**src/rafce_pkg.sv**
```systemverilog
// Shared types, codes and constants of the AVI movi frame extractor.
package rafce_pkg;

	localparam int unsigned CFG_IDX_W = 2;
	localparam int unsigned RES_FIFO_DEPTH = 4;

	localparam logic [CFG_IDX_W-1:0] REG_MAX_FRAME_BYTES = 2'd0;
	localparam logic [CFG_IDX_W-1:0] REG_FRAME_CHUNK_ID  = 2'd1;

	localparam logic [31:0] MAX_FRAME_BYTES_RST = 32'd5242880;   // 5 MiB
	localparam logic [31:0] FRAME_CHUNK_ID_RST  = 32'h6364_3030; // "00dc"

	// four-character codes, first character in the low byte
	localparam logic [31:0] TAG_RIFF = 32'h4646_4952;
	localparam logic [31:0] TAG_AVI  = 32'h2049_5641;
	localparam logic [31:0] TAG_LIST = 32'h5453_494C;
	localparam logic [31:0] TAG_MOVI = 32'h6976_6F6D;

	typedef enum logic [2:0] {
		K_FRAME_BYTE  = 3'd0,
		K_EMPTY_FRAME = 3'd1,
		K_BAD_HEADER  = 3'd2,
		K_MOVI_FOUND  = 3'd3,
		K_TOO_LARGE   = 3'd4,
		K_MOVI_END    = 3'd5,
		K_NO_MOVI     = 3'd6
	} kind_t;

	typedef enum logic [3:0] {
		PH_HDR            = 4'd0,
		PH_TOP_ID         = 4'd1,
		PH_TOP_SIZE_LIST  = 4'd2,
		PH_TOP_SIZE_OTHER = 4'd3,
		PH_TOP_LTYPE      = 4'd4,
		PH_TOP_SKIP       = 4'd5,
		PH_MOVI_ID        = 4'd6,
		PH_MOVI_SIZE_FRAME = 4'd7,
		PH_MOVI_SIZE_OTHER = 4'd8,
		PH_FRAME          = 4'd9,
		PH_MOVI_SKIP      = 4'd10,
		PH_IDLE           = 4'd11
	} phase_t;

	typedef struct packed {
		kind_t       result_kind;
		logic [7:0]  payload_byte;
		logic        frame_last;
		logic        last_in_run;
	} result_t;

	// up to two results caused by one byte
	typedef struct packed {
		logic [1:0] n;
		result_t    r0;
		result_t    r1;
	} run_t;

	typedef struct packed {
		logic [31:0] max_frame_bytes;
		logic [31:0] frame_chunk_id;
	} cfg_t;

endpackage

```
**src/rafce_if.sv**
```systemverilog
// Request channels of the extractor: byte stream, results and configuration writes.
interface rafce_in_if;
	logic       valid;
	logic       ready;
	logic [7:0] data_byte;
	logic       first_byte;
	logic       final_byte;

	modport source (output valid, data_byte, first_byte, final_byte, input ready);
	modport sink (input valid, data_byte, first_byte, final_byte, output ready);
endinterface

interface rafce_out_if;
	logic       valid;
	logic       ready;
	logic [2:0] result_kind;
	logic [7:0] payload_byte;
	logic       frame_last;
	logic       last_in_run;

	modport source (output valid, result_kind, payload_byte, frame_last, last_in_run,
		input ready);
	modport sink (input valid, result_kind, payload_byte, frame_last, last_in_run,
		output ready);
endinterface

interface rafce_cfg_if;
	logic        valid;
	logic        ready;
	logic [1:0]  index;
	logic [31:0] data;

	modport source (output valid, index, data, input ready);
	modport sink (input valid, index, data, output ready);
endinterface

```
**src/rafce_parser.sv**
```systemverilog
// Chunk walker: parser state and the per-byte step that yields up to two results.
module rafce_parser (
	input  logic             clk,
	input  logic             arst_n,
	input  logic             step_en,
	input  logic [7:0]       data_byte,
	input  logic             first_byte,
	input  logic             final_byte,
	input  rafce_pkg::cfg_t  cfg,
	output rafce_pkg::run_t  run
);
	import rafce_pkg::*;

	phase_t      phase_q, ph;
	logic [3:0]  fbc_q, fbc;
	logic [31:0] ws_q, ws;
	logic [31:0] clen_q, clen;
	logic [32:0] bts_q, bts;
	logic [31:0] mbl_q, mbl;
	logic        pad_q, pad;
	logic [31:0] w;
	logic [32:0] padded;
	logic        done_word;
	run_t        rn;

	function automatic run_t put_res(run_t r, logic en, kind_t k, logic [7:0] b, logic fl);
		result_t x;
		x = '{result_kind: k, payload_byte: b, frame_last: fl, last_in_run: 1'b0};
		if (en && r.n != 2'd2) begin
			if (r.n == 2'd0)
				r.r0 = x;
			else
				r.r1 = x;
			r.n = r.n + 2'd1;
		end
		return r;
	endfunction

	always_comb begin
		if (first_byte) begin
			ph   = PH_HDR;
			fbc  = '0;
			ws   = '0;
			clen = '0;
			bts  = '0;
			mbl  = '0;
			pad  = 1'b0;
		end else begin
			ph   = phase_q;
			fbc  = fbc_q;
			ws   = ws_q;
			clen = clen_q;
			bts  = bts_q;
			mbl  = mbl_q;
			pad  = pad_q;
		end
		w         = {data_byte, ws[31:8]};
		done_word = fbc[1:0] == 2'b11;
		padded    = {1'b0, w} + {32'd0, w[0]};
		rn        = '0;

		if (ph inside {[PH_MOVI_ID:PH_MOVI_SKIP]} && mbl != 32'd0)
			mbl = mbl - 32'd1;

		case (ph)
			PH_HDR: begin
				ws = w;
				if ((fbc == 4'd3 && w != TAG_RIFF) || (fbc == 4'd11 && w != TAG_AVI)) begin
					rn = put_res(rn, 1'b1, K_BAD_HEADER, 8'd0, 1'b0);
					ph = PH_IDLE;
				end else if (fbc >= 4'd11) begin
					fbc = '0;
					ph  = PH_TOP_ID;
				end else begin
					fbc = fbc + 4'd1;
				end
			end
			PH_TOP_ID, PH_MOVI_ID: begin
				ws = w;
				if (done_word) begin
					fbc = '0;
					if (ph == PH_TOP_ID)
						ph = (w == TAG_LIST) ? PH_TOP_SIZE_LIST : PH_TOP_SIZE_OTHER;
					else
						ph = (w == cfg.frame_chunk_id) ? PH_MOVI_SIZE_FRAME
							: PH_MOVI_SIZE_OTHER;
				end else begin
					fbc = fbc + 4'd1;
				end
			end
			PH_TOP_SIZE_LIST, PH_TOP_SIZE_OTHER, PH_MOVI_SIZE_FRAME,
			PH_MOVI_SIZE_OTHER: begin
				ws = w;
				if (!done_word) begin
					fbc = fbc + 4'd1;
				end else begin
					fbc  = '0;
					clen = w;
					pad  = w[0];
					case (ph)
						PH_TOP_SIZE_LIST: begin
							ph = PH_TOP_LTYPE;
						end
						PH_TOP_SIZE_OTHER: begin
							bts = padded;
							ph  = (padded == 33'd0) ? PH_TOP_ID : PH_TOP_SKIP;
						end
						PH_MOVI_SIZE_FRAME: begin
							if (w > cfg.max_frame_bytes) begin
								rn = put_res(rn, 1'b1, K_TOO_LARGE, 8'd0, 1'b0);
								ph = PH_IDLE;
							end else if (w == 32'd0) begin
								rn = put_res(rn, 1'b1, K_EMPTY_FRAME, 8'd0, 1'b0);
								rn = put_res(rn, mbl == 32'd0, K_MOVI_END, 8'd0, 1'b0);
								ph = (mbl == 32'd0) ? PH_IDLE : PH_MOVI_ID;
							end else begin
								bts = {1'b0, w};
								ph  = PH_FRAME;
							end
						end
						default: begin
							bts = padded;
							if (padded == 33'd0) begin
								rn = put_res(rn, mbl == 32'd0, K_MOVI_END, 8'd0, 1'b0);
								ph = (mbl == 32'd0) ? PH_IDLE : PH_MOVI_ID;
							end else begin
								ph = PH_MOVI_SKIP;
							end
						end
					endcase
				end
			end
			PH_TOP_LTYPE: begin
				ws = w;
				if (!done_word) begin
					fbc = fbc + 4'd1;
				end else begin
					fbc = '0;
					if (w == TAG_MOVI) begin
						rn  = put_res(rn, 1'b1, K_MOVI_FOUND, 8'd0, 1'b0);
						mbl = (clen >= 32'd4) ? clen - 32'd4 : 32'd0;
						rn  = put_res(rn, mbl == 32'd0, K_MOVI_END, 8'd0, 1'b0);
						ph  = (mbl == 32'd0) ? PH_IDLE : PH_MOVI_ID;
					end else begin
						bts = {1'b0, clen} + {32'd0, pad};
						bts = (bts >= 33'd4) ? bts - 33'd4 : 33'd0;
						ph  = (bts == 33'd0) ? PH_TOP_ID : PH_TOP_SKIP;
					end
				end
			end
			PH_TOP_SKIP: begin
				if (bts != 33'd0)
					bts = bts - 33'd1;
				if (bts == 33'd0)
					ph = PH_TOP_ID;
			end
			PH_FRAME: begin
				if (bts != 33'd0)
					bts = bts - 33'd1;
				rn = put_res(rn, 1'b1, K_FRAME_BYTE, data_byte, bts == 33'd0);
				if (bts == 33'd0) begin
					if (pad) begin
						pad = 1'b0;
						bts = 33'd1;
						ph  = PH_MOVI_SKIP;
					end else begin
						rn = put_res(rn, mbl == 32'd0, K_MOVI_END, 8'd0, 1'b0);
						ph = (mbl == 32'd0) ? PH_IDLE : PH_MOVI_ID;
					end
				end
			end
			PH_MOVI_SKIP: begin
				if (bts != 33'd0)
					bts = bts - 33'd1;
				if (bts == 33'd0) begin
					rn = put_res(rn, mbl == 32'd0, K_MOVI_END, 8'd0, 1'b0);
					ph = (mbl == 32'd0) ? PH_IDLE : PH_MOVI_ID;
				end
			end
			default: begin
				ph = PH_IDLE;
			end
		endcase

		// file end: report what was still missing
		if (final_byte && ph != PH_IDLE) begin
			if (ph == PH_HDR)
				rn = put_res(rn, 1'b1, K_BAD_HEADER, 8'd0, 1'b0);
			else if (ph inside {[PH_TOP_ID:PH_TOP_SKIP]})
				rn = put_res(rn, 1'b1, K_NO_MOVI, 8'd0, 1'b0);
			else
				rn = put_res(rn, 1'b1, K_MOVI_END, 8'd0, 1'b0);
			ph = PH_IDLE;
		end

		rn.r0.last_in_run = rn.n == 2'd1;
		rn.r1.last_in_run = rn.n == 2'd2;
	end

	assign run = rn;

	always_ff @(posedge clk or negedge arst_n) begin
		if (!arst_n) begin
			phase_q <= PH_HDR;
			fbc_q   <= '0;
			ws_q    <= '0;
			clen_q  <= '0;
			bts_q   <= '0;
			mbl_q   <= '0;
			pad_q   <= 1'b0;
		end else if (step_en) begin
			phase_q <= ph;
			fbc_q   <= fbc;
			ws_q    <= ws;
			clen_q  <= clen;
			bts_q   <= bts;
			mbl_q   <= mbl;
			pad_q   <= pad;
		end
	end

endmodule

```
**src/rafce_res_fifo.sv**
```systemverilog
// Result queue: takes up to two results a cycle, hands out one.
module rafce_res_fifo #(
	parameter int unsigned DEPTH = rafce_pkg::RES_FIFO_DEPTH
) (
	input  logic               clk,
	input  logic               arst_n,
	input  logic [1:0]         wr_cnt,
	input  rafce_pkg::result_t wr0,
	input  rafce_pkg::result_t wr1,
	input  logic               pop,
	output rafce_pkg::result_t head,
	output logic               not_empty,
	output logic               room2,
	output logic [$clog2(DEPTH+1)-1:0] count
);
	import rafce_pkg::*;

	localparam int unsigned AW = (DEPTH > 1) ? $clog2(DEPTH) : 1;
	localparam int unsigned CW = $clog2(DEPTH + 1);

	result_t         mem [DEPTH];
	logic [AW-1:0]   wp_q, rp_q, wp1;
	logic [CW-1:0]   cnt_q;
	logic            do_pop;

	function automatic logic [AW-1:0] nxt(logic [AW-1:0] p);
		return (p == AW'(DEPTH - 1)) ? '0 : p + AW'(1);
	endfunction

	assign wp1       = nxt(wp_q);
	assign not_empty = cnt_q != '0;
	assign do_pop    = pop && not_empty;
	assign head      = mem[rp_q];
	assign room2     = cnt_q <= CW'(DEPTH - 2);
	assign count     = cnt_q;

	always_ff @(posedge clk) begin
		if (wr_cnt != 2'd0)
			mem[wp_q] <= wr0;
		if (wr_cnt == 2'd2)
			mem[wp1] <= wr1;
	end

	always_ff @(posedge clk or negedge arst_n) begin
		if (!arst_n) begin
			wp_q  <= '0;
			rp_q  <= '0;
			cnt_q <= '0;
		end else begin
			if (wr_cnt == 2'd1)
				wp_q <= wp1;
			else if (wr_cnt == 2'd2)
				wp_q <= nxt(wp1);
			if (do_pop)
				rp_q <= nxt(rp_q);
			cnt_q <= cnt_q + CW'(wr_cnt) - CW'(do_pop);
		end
	end

endmodule

```
**src/riff_avi_frame_chunk_extractor_unit.sv**
```systemverilog
// Top level of the AVI movi frame extractor: input stage, parser, result queue, registers.
//
// channel  modport  carries                                          request
// stream   sink     data_byte, first_byte, final_byte                one file byte
// result   source   result_kind, payload_byte, frame_last, last_in_run  one result
// cfg      sink     index, data                                      one register write
//
// One byte a cycle while the result queue has room for two; a two-result byte leaves in turn.
// A byte is registered in the input stage, then parsed and queued once the queue has room.
// The result queue (FIFO_DEPTH entries) decouples the sides; input stalls below 2 free.
// arst_n clears the parser, the queue and the input stage, and loads register defaults.
// Config writes are always taken (ready tied high) and should land while idle.
module riff_avi_frame_chunk_extractor_unit #(
	parameter int unsigned FIFO_DEPTH = rafce_pkg::RES_FIFO_DEPTH
) (
	input logic        clk,
	input logic        arst_n,
	rafce_in_if.sink   stream,
	rafce_out_if.source result,
	rafce_cfg_if.sink  cfg
);
	import rafce_pkg::*;

	localparam int unsigned CW = $clog2(FIFO_DEPTH + 1);

	// input stage
	logic        s1_valid_s1;
	logic [7:0]  data_s1;
	logic        first_s1;
	logic        final_s1;

	cfg_t        cfg_q;
	run_t        run;
	result_t     head;
	logic        advance;
	logic        room2;
	logic        not_empty;
	logic [CW-1:0] fifo_count;

	assign advance      = s1_valid_s1 && room2;
	assign stream.ready = !s1_valid_s1 || advance;
	assign cfg.ready    = 1'b1;

	always_ff @(posedge clk or negedge arst_n) begin
		if (!arst_n) begin
			s1_valid_s1 <= 1'b0;
		end else if (stream.ready) begin
			s1_valid_s1 <= stream.valid;
		end
	end

	always_ff @(posedge clk) begin
		if (stream.ready && stream.valid) begin
			data_s1  <= stream.data_byte;
			first_s1 <= stream.first_byte;
			final_s1 <= stream.final_byte;
		end
	end

	// configuration registers; unknown indexes are dropped
	always_ff @(posedge clk or negedge arst_n) begin
		if (!arst_n) begin
			cfg_q.max_frame_bytes <= MAX_FRAME_BYTES_RST;
			cfg_q.frame_chunk_id  <= FRAME_CHUNK_ID_RST;
		end else if (cfg.valid) begin
			case (cfg.index)
				REG_MAX_FRAME_BYTES: cfg_q.max_frame_bytes <= cfg.data;
				REG_FRAME_CHUNK_ID:  cfg_q.frame_chunk_id  <= cfg.data;
				default: ;
			endcase
		end
	end

	rafce_parser u_parser (
		.clk        (clk),
		.arst_n     (arst_n),
		.step_en    (advance),
		.data_byte  (data_s1),
		.first_byte (first_s1),
		.final_byte (final_s1),
		.cfg        (cfg_q),
		.run        (run)
	);

	rafce_res_fifo #(
		.DEPTH (FIFO_DEPTH)
	) u_fifo (
		.clk       (clk),
		.arst_n    (arst_n),
		.wr_cnt    (advance ? run.n : 2'd0),
		.wr0       (run.r0),
		.wr1       (run.r1),
		.pop       (result.ready),
		.head      (head),
		.not_empty (not_empty),
		.room2     (room2),
		.count     (fifo_count)
	);

	assign result.valid        = not_empty;
	assign result.result_kind  = head.result_kind;
	assign result.payload_byte = head.payload_byte;
	assign result.frame_last   = head.frame_last;
	assign result.last_in_run  = head.last_in_run;

	// queue never overfills
	a_fifo_bound: assert property (@(posedge clk) disable iff (!arst_n)
		fifo_count <= CW'(FIFO_DEPTH))
		else $error("result queue overfilled");

	// a held input stage keeps its byte until the queue has room
	a_s1_hold: assert property (@(posedge clk) disable iff (!arst_n)
		s1_valid_s1 && !room2 |=> s1_valid_s1 && $stable(data_s1) && $stable(first_s1))
		else $error("input stage lost a stalled byte");

	// only frame bytes carry a payload or a frame end mark
	a_payload_zero: assert property (@(posedge clk) disable iff (!arst_n)
		result.valid && result.result_kind != K_FRAME_BYTE |->
			result.payload_byte == 8'd0 && !result.frame_last)
		else $error("payload on a non-frame result");

endmodule
```
**src/flat_wrapper.sv**
```systemverilog
// flat-port wrapper written by rule: the top's interface ports become plain ports
module riff_avi_frame_chunk_extractor_unit_flat import rafce_pkg::*;
#(
	parameter int unsigned FIFO_DEPTH = rafce_pkg::RES_FIFO_DEPTH
)
  (clk, arst_n, stream_valid, stream_data_byte, stream_first_byte, stream_final_byte, stream_ready, result_valid, result_result_kind, result_payload_byte, result_frame_last, result_last_in_run, result_ready, cfg_valid, cfg_index, cfg_data, cfg_ready);
  rafce_in_if stream_i ();
  rafce_out_if result_i ();
  rafce_cfg_if cfg_i ();
  input logic clk;
  input logic arst_n;
  input wire logic [$bits(stream_i.valid)-1:0] stream_valid;
  input wire logic [$bits(stream_i.data_byte)-1:0] stream_data_byte;
  input wire logic [$bits(stream_i.first_byte)-1:0] stream_first_byte;
  input wire logic [$bits(stream_i.final_byte)-1:0] stream_final_byte;
  output wire logic [$bits(stream_i.ready)-1:0] stream_ready;
  output wire logic [$bits(result_i.valid)-1:0] result_valid;
  output wire logic [$bits(result_i.result_kind)-1:0] result_result_kind;
  output wire logic [$bits(result_i.payload_byte)-1:0] result_payload_byte;
  output wire logic [$bits(result_i.frame_last)-1:0] result_frame_last;
  output wire logic [$bits(result_i.last_in_run)-1:0] result_last_in_run;
  input wire logic [$bits(result_i.ready)-1:0] result_ready;
  input wire logic [$bits(cfg_i.valid)-1:0] cfg_valid;
  input wire logic [$bits(cfg_i.index)-1:0] cfg_index;
  input wire logic [$bits(cfg_i.data)-1:0] cfg_data;
  output wire logic [$bits(cfg_i.ready)-1:0] cfg_ready;
  assign stream_i.valid = stream_valid;
  assign stream_i.data_byte = stream_data_byte;
  assign stream_i.first_byte = stream_first_byte;
  assign stream_i.final_byte = stream_final_byte;
  assign stream_ready = stream_i.ready;
  assign result_valid = result_i.valid;
  assign result_result_kind = result_i.result_kind;
  assign result_payload_byte = result_i.payload_byte;
  assign result_frame_last = result_i.frame_last;
  assign result_last_in_run = result_i.last_in_run;
  assign result_i.ready = result_ready;
  assign cfg_i.valid = cfg_valid;
  assign cfg_i.index = cfg_index;
  assign cfg_i.data = cfg_data;
  assign cfg_ready = cfg_i.ready;
  riff_avi_frame_chunk_extractor_unit #(.FIFO_DEPTH(FIFO_DEPTH)) u_core (.clk(clk), .arst_n(arst_n), .stream(stream_i), .result(result_i), .cfg(cfg_i));
endmodule
```
**config.mk**
```make
export PLATFORM = sky130hd
export DESIGN_NAME = riff_avi_frame_chunk_extractor_unit_flat
export DESIGN_NICKNAME = d
export VERILOG_FILES = /design/src/rafce_pkg.sv /design/src/rafce_if.sv /design/src/rafce_parser.sv /design/src/rafce_res_fifo.sv /design/src/riff_avi_frame_chunk_extractor_unit.sv /design/src/flat_wrapper.sv
export SDC_FILE = /design/constraint.sdc
export NUM_CORES = 1
export LEC_CHECK = 0
export ABC_AREA = 1
export BUFFER_PORTS_ARGS = -buffer_cell sky130_fd_sc_hd__buf_4
export CAP_MARGIN = 40
export CORE_ASPECT_RATIO = 1.2
export CORE_MARGIN = 2
export CORE_UTILIZATION = 40
export DETAILED_ROUTE_END_ITERATION = 10
export PLACE_DENSITY_LB_ADDON = 0.12
export SYNTH_ARGS = -nofsm -noshare
export SYNTH_HDL_FRONTEND = slang
export SYNTH_SLANG_ARGS = --single-unit
```
**constraint.sdc**
```tcl
create_clock -name clk -period 5.7 [get_ports clk]
set_clock_uncertainty 0.2 [all_clocks]
set_input_delay 0.285 -clock clk [delete_from_list [all_inputs] [get_ports clk]]
set_output_delay 0.285 -clock clk [all_outputs]
set_load 0.1 [all_outputs]
```
======== After elaboration in Yosys (flattened, before gate mapping) ========
Memories as Yosys holds them, arrays and structs flattened.
Index checks and enable logic that the tools add are counted.
word-level totals
  register bits after elaboration ......... 212
  input bits .............................. 49
  logic and storage cells ................. 227
  memories kept ........................... 1
  RAM bits ................................ 52
memory list
  memory             depth  width  read ports  clocked after Yosys merged registers in  write ports  line                  text
  u_core.u_fifo.mem  4      13     1           0                                        2            rafce_res_fifo.sv:21  result_t mem [DEPTH];
operators by class
  add/sub/neg operators ................... 16
  multiplexer cells ....................... 112
  eq/ne operators ......................... 31
  magnitude comparators ................... 9
  reductions and logical operators ........ 42
operators with widths
  cell                     number
  $mux W28                 25
  $mux W33                 13
  $mux W32                 11
  $logic_not A33 Y1        5
  $pmux W33 S5             1
  $mux W13                 12
  $pmux W28 S5             1
  $mux W27                 4
  $logic_not A32 Y1        3
  $mux W4                  23
  $add A32 B1 Y33          2
  $pmux W33 S2             1
  $eq A32 B31 Y1 const B   2
  $pmux W28 S2             1
  $ge A33 B3 Y1 const B    1
  $reduce_bool A33 Y1      1
  $sub A33 B1 Y33 const B  1
  $sub A33 B3 Y33 const B  1
  $eq A32 B32 Y1           1
  $ge A32 B3 Y1 const B    1
  $gt A32 B32 Y1           1
  $ne A32 B30 Y1 const B   1
  $ne A32 B31 Y1 const B   1
  $reduce_bool A32 Y1      1
  other kinds (39)         96

======== Longest topological paths before layout ========
  depth after elaboration ................. 25
  depth in mapped cells ................... 39

======== Modules after synthesis ========
From an unflattened synthesis, not the netlist that was laid out.
second synthesis, totals
  cells, all modules ...................... 4014
  area, all modules ....................... 24730.0 um^2
by module, submodules not included
  module                               cells each  times used  area each (um^2)  sequential area each (um^2)
  rafce_parser                         3371        1           18534.0           3253.1
  rafce_res_fifo                       336         1           3211.8            1736.7
  riff_avi_frame_chunk_extractor_unit  307         1           2984.1            1943.1

======== Worst setup path after synthesis ========
OpenSTA, ideal clock, no wires.
  kind .................................... reg2reg
  from .................................... register u_core.first_s1
  to ...................................... memory u_core.u_fifo.mem[3][0] (netlist name), enable pin
  stages on the path, launching flop included .. 35
  data arrival time ....................... 4.671 ns
  path slack .............................. 0.551 ns
  path buffers ............................ 4
  cells stage by stage .................... edfxtp_1 inv_4 buf_8 buf_8 buf_8 nand2_2 ha_1 inv_1 nor2_1 nand2_1 nor2_2 nand2_2 nand2_1 buf_4 nand2_1 nand2_1 nand2_1 nor2_1 nand2_1 nor2_2 nand2_2 nor2_1 nand3_1 o211ai_1 inv_1 ha_1 nand3_1 nand2_2 nand2_1 inv_1 ha_1 nand2_1 inv_1 nor2_1 inv_1
RTL lines
  item                      line                                       text
  start: declaration        riff_avi_frame_chunk_extractor_unit.sv:29  logic first_s1;
  start signal: assignment  riff_avi_frame_chunk_extractor_unit.sv:55  first_s1 <= stream.first_byte;
  end: declaration          rafce_res_fifo.sv:21

======== Worst setup path in the final report ========
  from .................................... register u_core.first_s1
  to ...................................... register u_core.u_parser.bts_q[16]
on the way
  cells in the longest elaborated chain, start to end .. 7
  elaborated cells between the ends (all ways) .. 40
  classes of those cells .................. add/sub (4); order compare (2); eq/ne (10); mux (20); reduce/logical (4)
ends and longest elaborated chain
  item                                           line                                                          text
  $mux W32, or another cell as far along         rafce_parser.sv:40                                            if (first_byte) begin
  $add A32 B1 Y33, or another cell as far along  rafce_parser.sv:145                                           bts = {1'b0, clen} + {32'd0, pad};
  $sub A33 B3 Y33, or another cell as far along  rafce_parser.sv:146                                           bts = (bts >= 33'd4) ? bts - 33'd4 : 33'd0;
  $mux W33, on equally long branches             rafce_parser.sv:146, rafce_parser.sv:65, rafce_parser.sv:109
  $mux W33, or another cell as far along         rafce_parser.sv:139                                           if (w == TAG_MOVI) begin
  $mux W33, on equally long branches             rafce_parser.sv:135, rafce_parser.sv:94, rafce_parser.sv:161
  $pmux W33 S5 *                                 rafce_parser.sv:65                                            case (ph)
  end signal: assignment                         rafce_parser.sv:216                                           bts_q <= bts;
  end: declaration                               rafce_parser.sv:18                                            logic [32:0] bts_q, bts;
Every way passes the cells marked *; elsewhere a longest branch is shown, timed or not. The select of a mux whose other input is x is not followed.
A chain may end at the register's enable or synchronous reset.

==> results.ini <==
[die]
core_area_um2=59300
start_util_pct=40.3
die_h_um=272
die_area_um2=61800
io_pins=65
num_rows=98
die_w_um=227

[routing]
ant_nets=0
firstDrtPassIters=6
vias=27700
wl_mm=110
drc_errors=0
drtIter0Drc=2169
vias_per_cell=5.50
wire_per_inst_um=21.9

[global_routing]
grt_usage_pct=35.5
grt_max_degree=85
antenna_found_initial=1
gr-total-overflow=0
grt_pass1_vias=27300
grt_pass1_wl_mm=165

[layout]
drive_gt1_share_pct=12.0
num-nets-final=4309
post-route-util_pct=47.8
area_growth_pct=18.4
diodes=0

[timing]
hold_slack_ns=0.0641
post-route-period-util_pct=94.7
setup_viol=0
worstMarginPinSlew_ns=0.884
clock.fmax_ghz=0.185
maxSlewViolCount=0
period_needed_ns=5.40
max_slew_margin_pct=41.0
final-hold-violation-count=0

[synth]
ys_top_cells_by_area=nand2_1 (20%), dfrtp_1 (20%), nor2_1 (8.4%)
syn_inst=3993
syn-num-nets=4104
syn_area_um2=23900
yosysTopAreaCellShare_pct=20.1
ys_async_sr_fraction_pct=76.5
synth_warnings=0
synth_edf_count=26
ys.flop_type=dfrtp_1
yosysUniqueCellTypes=63
ys_seq_area_share_pct=27.5
ys_top_cells_by_count=nand2_1 (1280), nor2_1 (537), inv_1 (420)
synth-seq-cells=264
syn_avg_cell_area_um2=5.99
yosysTopAreaCell=nand2_1
yosysMostFrequentCell=nand2_1

[clock_tree]
htreeDepth=2
clock_sinks=264
cts_tree=built
cts-root-buf=clkbuf_16
clk_latency_ns=0.59
cts_buffers=36
clkSlewWorstSetupHoldPaths_ns=0.06
clockBufferDepth=3

[setup_path]
crit_required_ns=5.97
cp_num_cells=19
cp.arrival_ns=5.67
critical_path_buf_inv_count=6
start_kind=flop
cp-end-kind=flop
path_cells=buf_6 -> nor2_1 -> buf_4 -> inv_1 -> nand2_1 -> nor3_1 -> nand4_1 -> nor3b_1 -> nand4_1 -> nand2_1 -> buf_4 -> inv_1 -> buf_4 -> o21ai_0 -> a21oi_1 -> o21ai_0 -> o2111ai_1 -> o21ai_0 -> nand2_1
path_max_fanout=47
critPathTopFamily=simple AND/OR/NAND/NOR gates
critPathMaxStageDelay_ns=0.48
path_class=reg2reg
r2r_cells=19
critPathSlowestCell=buf_4

[pwr]
p_leak_nw=14.7
peakVddDrop_v=0.000355
p_per_area_nw_per_um2=616

[run_status]
status=finished, final reports clean

[placement]
dp_hpwl_mm=87.0
numPortBuffers=63
globalplace.congestion=1.05

[worst_hold_path]
hp-class=in2reg
whs_path_depth=4

[run]
maxCapViolCount=0

[worst register-to-register path: cells and delay by family (launching register included)]
family,cells,cell delay (ns)
buffers and inverters,6,1.78
DFF,1,0.47
and+or+nand+nor,8,1.89
AOI/OAI and AO/OA,5,0.96
[what timing repair did]
| item | 4_1_cts | 5_1_grt |
|---|---|---|
| resized for setup | 0 | 87 |
| endpoints found under the hold margin | 157 | 0 |
| setup buffers | 0 | 8 |
| hold buffers | 44 | 0 |
| endpoints found under the setup margin | 0 | 73 |
[layout make-up]
type / instances / area (µm²)
Sequential cell: 264 / 6570
Clock inverter: 15 / 246
Timing Repair inverter: 1 / 8.76
Tap cell: 800 / 1000
Multi-Input combinational cell: 3147 / 15300
Timing Repair Buffer: 308 / 2510
Inverter: 440 / 1680
Fill cell: 6534 / 31000
Clock buffer: 51 / 1060
[metal layers]
| metal | part of all wire, % | vias to the layer above | GRT usage [%] |
|---|---|---|---|
| met4 | 8.8 | 2 | 26.2 |
| met5 | 0.012 | - | 0 |
| met1 | 37 | 12800 | 39.4 |
| met2 | 48 | 1045 | 60.7 |
| met3 | 5.9 | 418 | 5.98 |
| li1 | - | 13400 | - |
[cells in the final DEF, fill, tap and decap left out, drive strengths merged, types with 4 or more instances in the layout]
cell type,Yosys,layout
nor3,37,37
nor3b,4,4
nand4,77,77
nor2,588,590
dfxtp,36,36
xor2,54,54
xnor2,17,17
ha,61,61
buf,47,264
inv,427,428
nand2,1307,1307
dfstp,13,13
o211ai,22,22
dlygate4sd3,0,44
a22o,8,8
o22ai,30,30
o2111ai,13,13
a211oi,4,4
clkinv,13,21
clkbuf,97,51
o21bai,4,4
nor4,18,18
o21ai,401,401
edfxtp,26,26
nand3,287,287
a31oi,6,6
a22oi,7,7
bufinv,0,6
o221ai,9,9
dfrtp,189,189
or2,6,6
a21oi,158,158
nand3b,8,8
[power breakdown]
part	internal (mW)	leakage [nW]	switching (mW)
Sequential	2.44	3.10	0.594
Combinational	3.48	10.9	8.41
Clock	1.54	0.636	0.989
[logic make-up after synthesis]
group	after synthesis	synth area share, %
AOI/OAI and AO/OA	675	15.4
buffers and inverters	584	9.96
other	1	0.0157
adders and majority gates	62	3.27
DFF	264	27.5
xor gates and xnor gates	71	2.60
and+or+nand+nor	2336	41.3
[flip-flops by register name, indices dropped and copies added, names as in the netlist, 3 cells and up]
signal,count
u_core.cfg_q,64
u_core.data_s1,8
u_core.u_fifo.count,3
u_core.u_fifo.mem,52
u_core.u_parser.bts_q,33
u_core.u_parser.clen_q,32
u_core.u_parser.fbc_q,4
u_core.u_parser.mbl_q,32
u_core.u_parser.phase_q,4
u_core.u_parser.ws_q,24
[path summary, 6_finish.rpt]
check	from	endpoint	slack, ns
worst max-delay path	u_core.first_s1$_DFFE_PP_	u_core.u_parser.bts_q[16]$_DFFE_PN0P_	0.30
worst min-delay path	result_ready	u_core.u_fifo.rp_q[1]$_DFFE_PN0P_	0.06
worst max register to register	u_core.first_s1$_DFFE_PP_	u_core.u_parser.bts_q[16]$_DFFE_PN0P_	0.30
worst min register to register	u_core.u_fifo.mem[2][6]$_SDFFE_PP0P_	u_core.u_fifo.mem[2][6]$_SDFFE_PP0P_	0.25
max in group asynchronous	arst_n	u_core.u_parser.bts_q[30]$_DFFE_PN0P_	3.86
min in group asynchronous	arst_n	u_core.cfg_q[9]$_DFFE_PN0P_	0.13
[metrics by stage]
step	worst slack (ns)	instances	power (mW)	TNS [ns]	instance area, µm²
after floorplan	0.551	3993	10.3	0	23900
after global placement	0.0418	4903	14.4	0	26200
after CTS	0.0177	5015	17.0	0	28000
after detailed placement	0.0251	4905	14.4	0	26200
final	0.303	5026	17.5	0	28300
after global routing	-0.0111	5026	18.7	-0.0115	28300
Note: power is estimated with default switching activity, not from simulation.
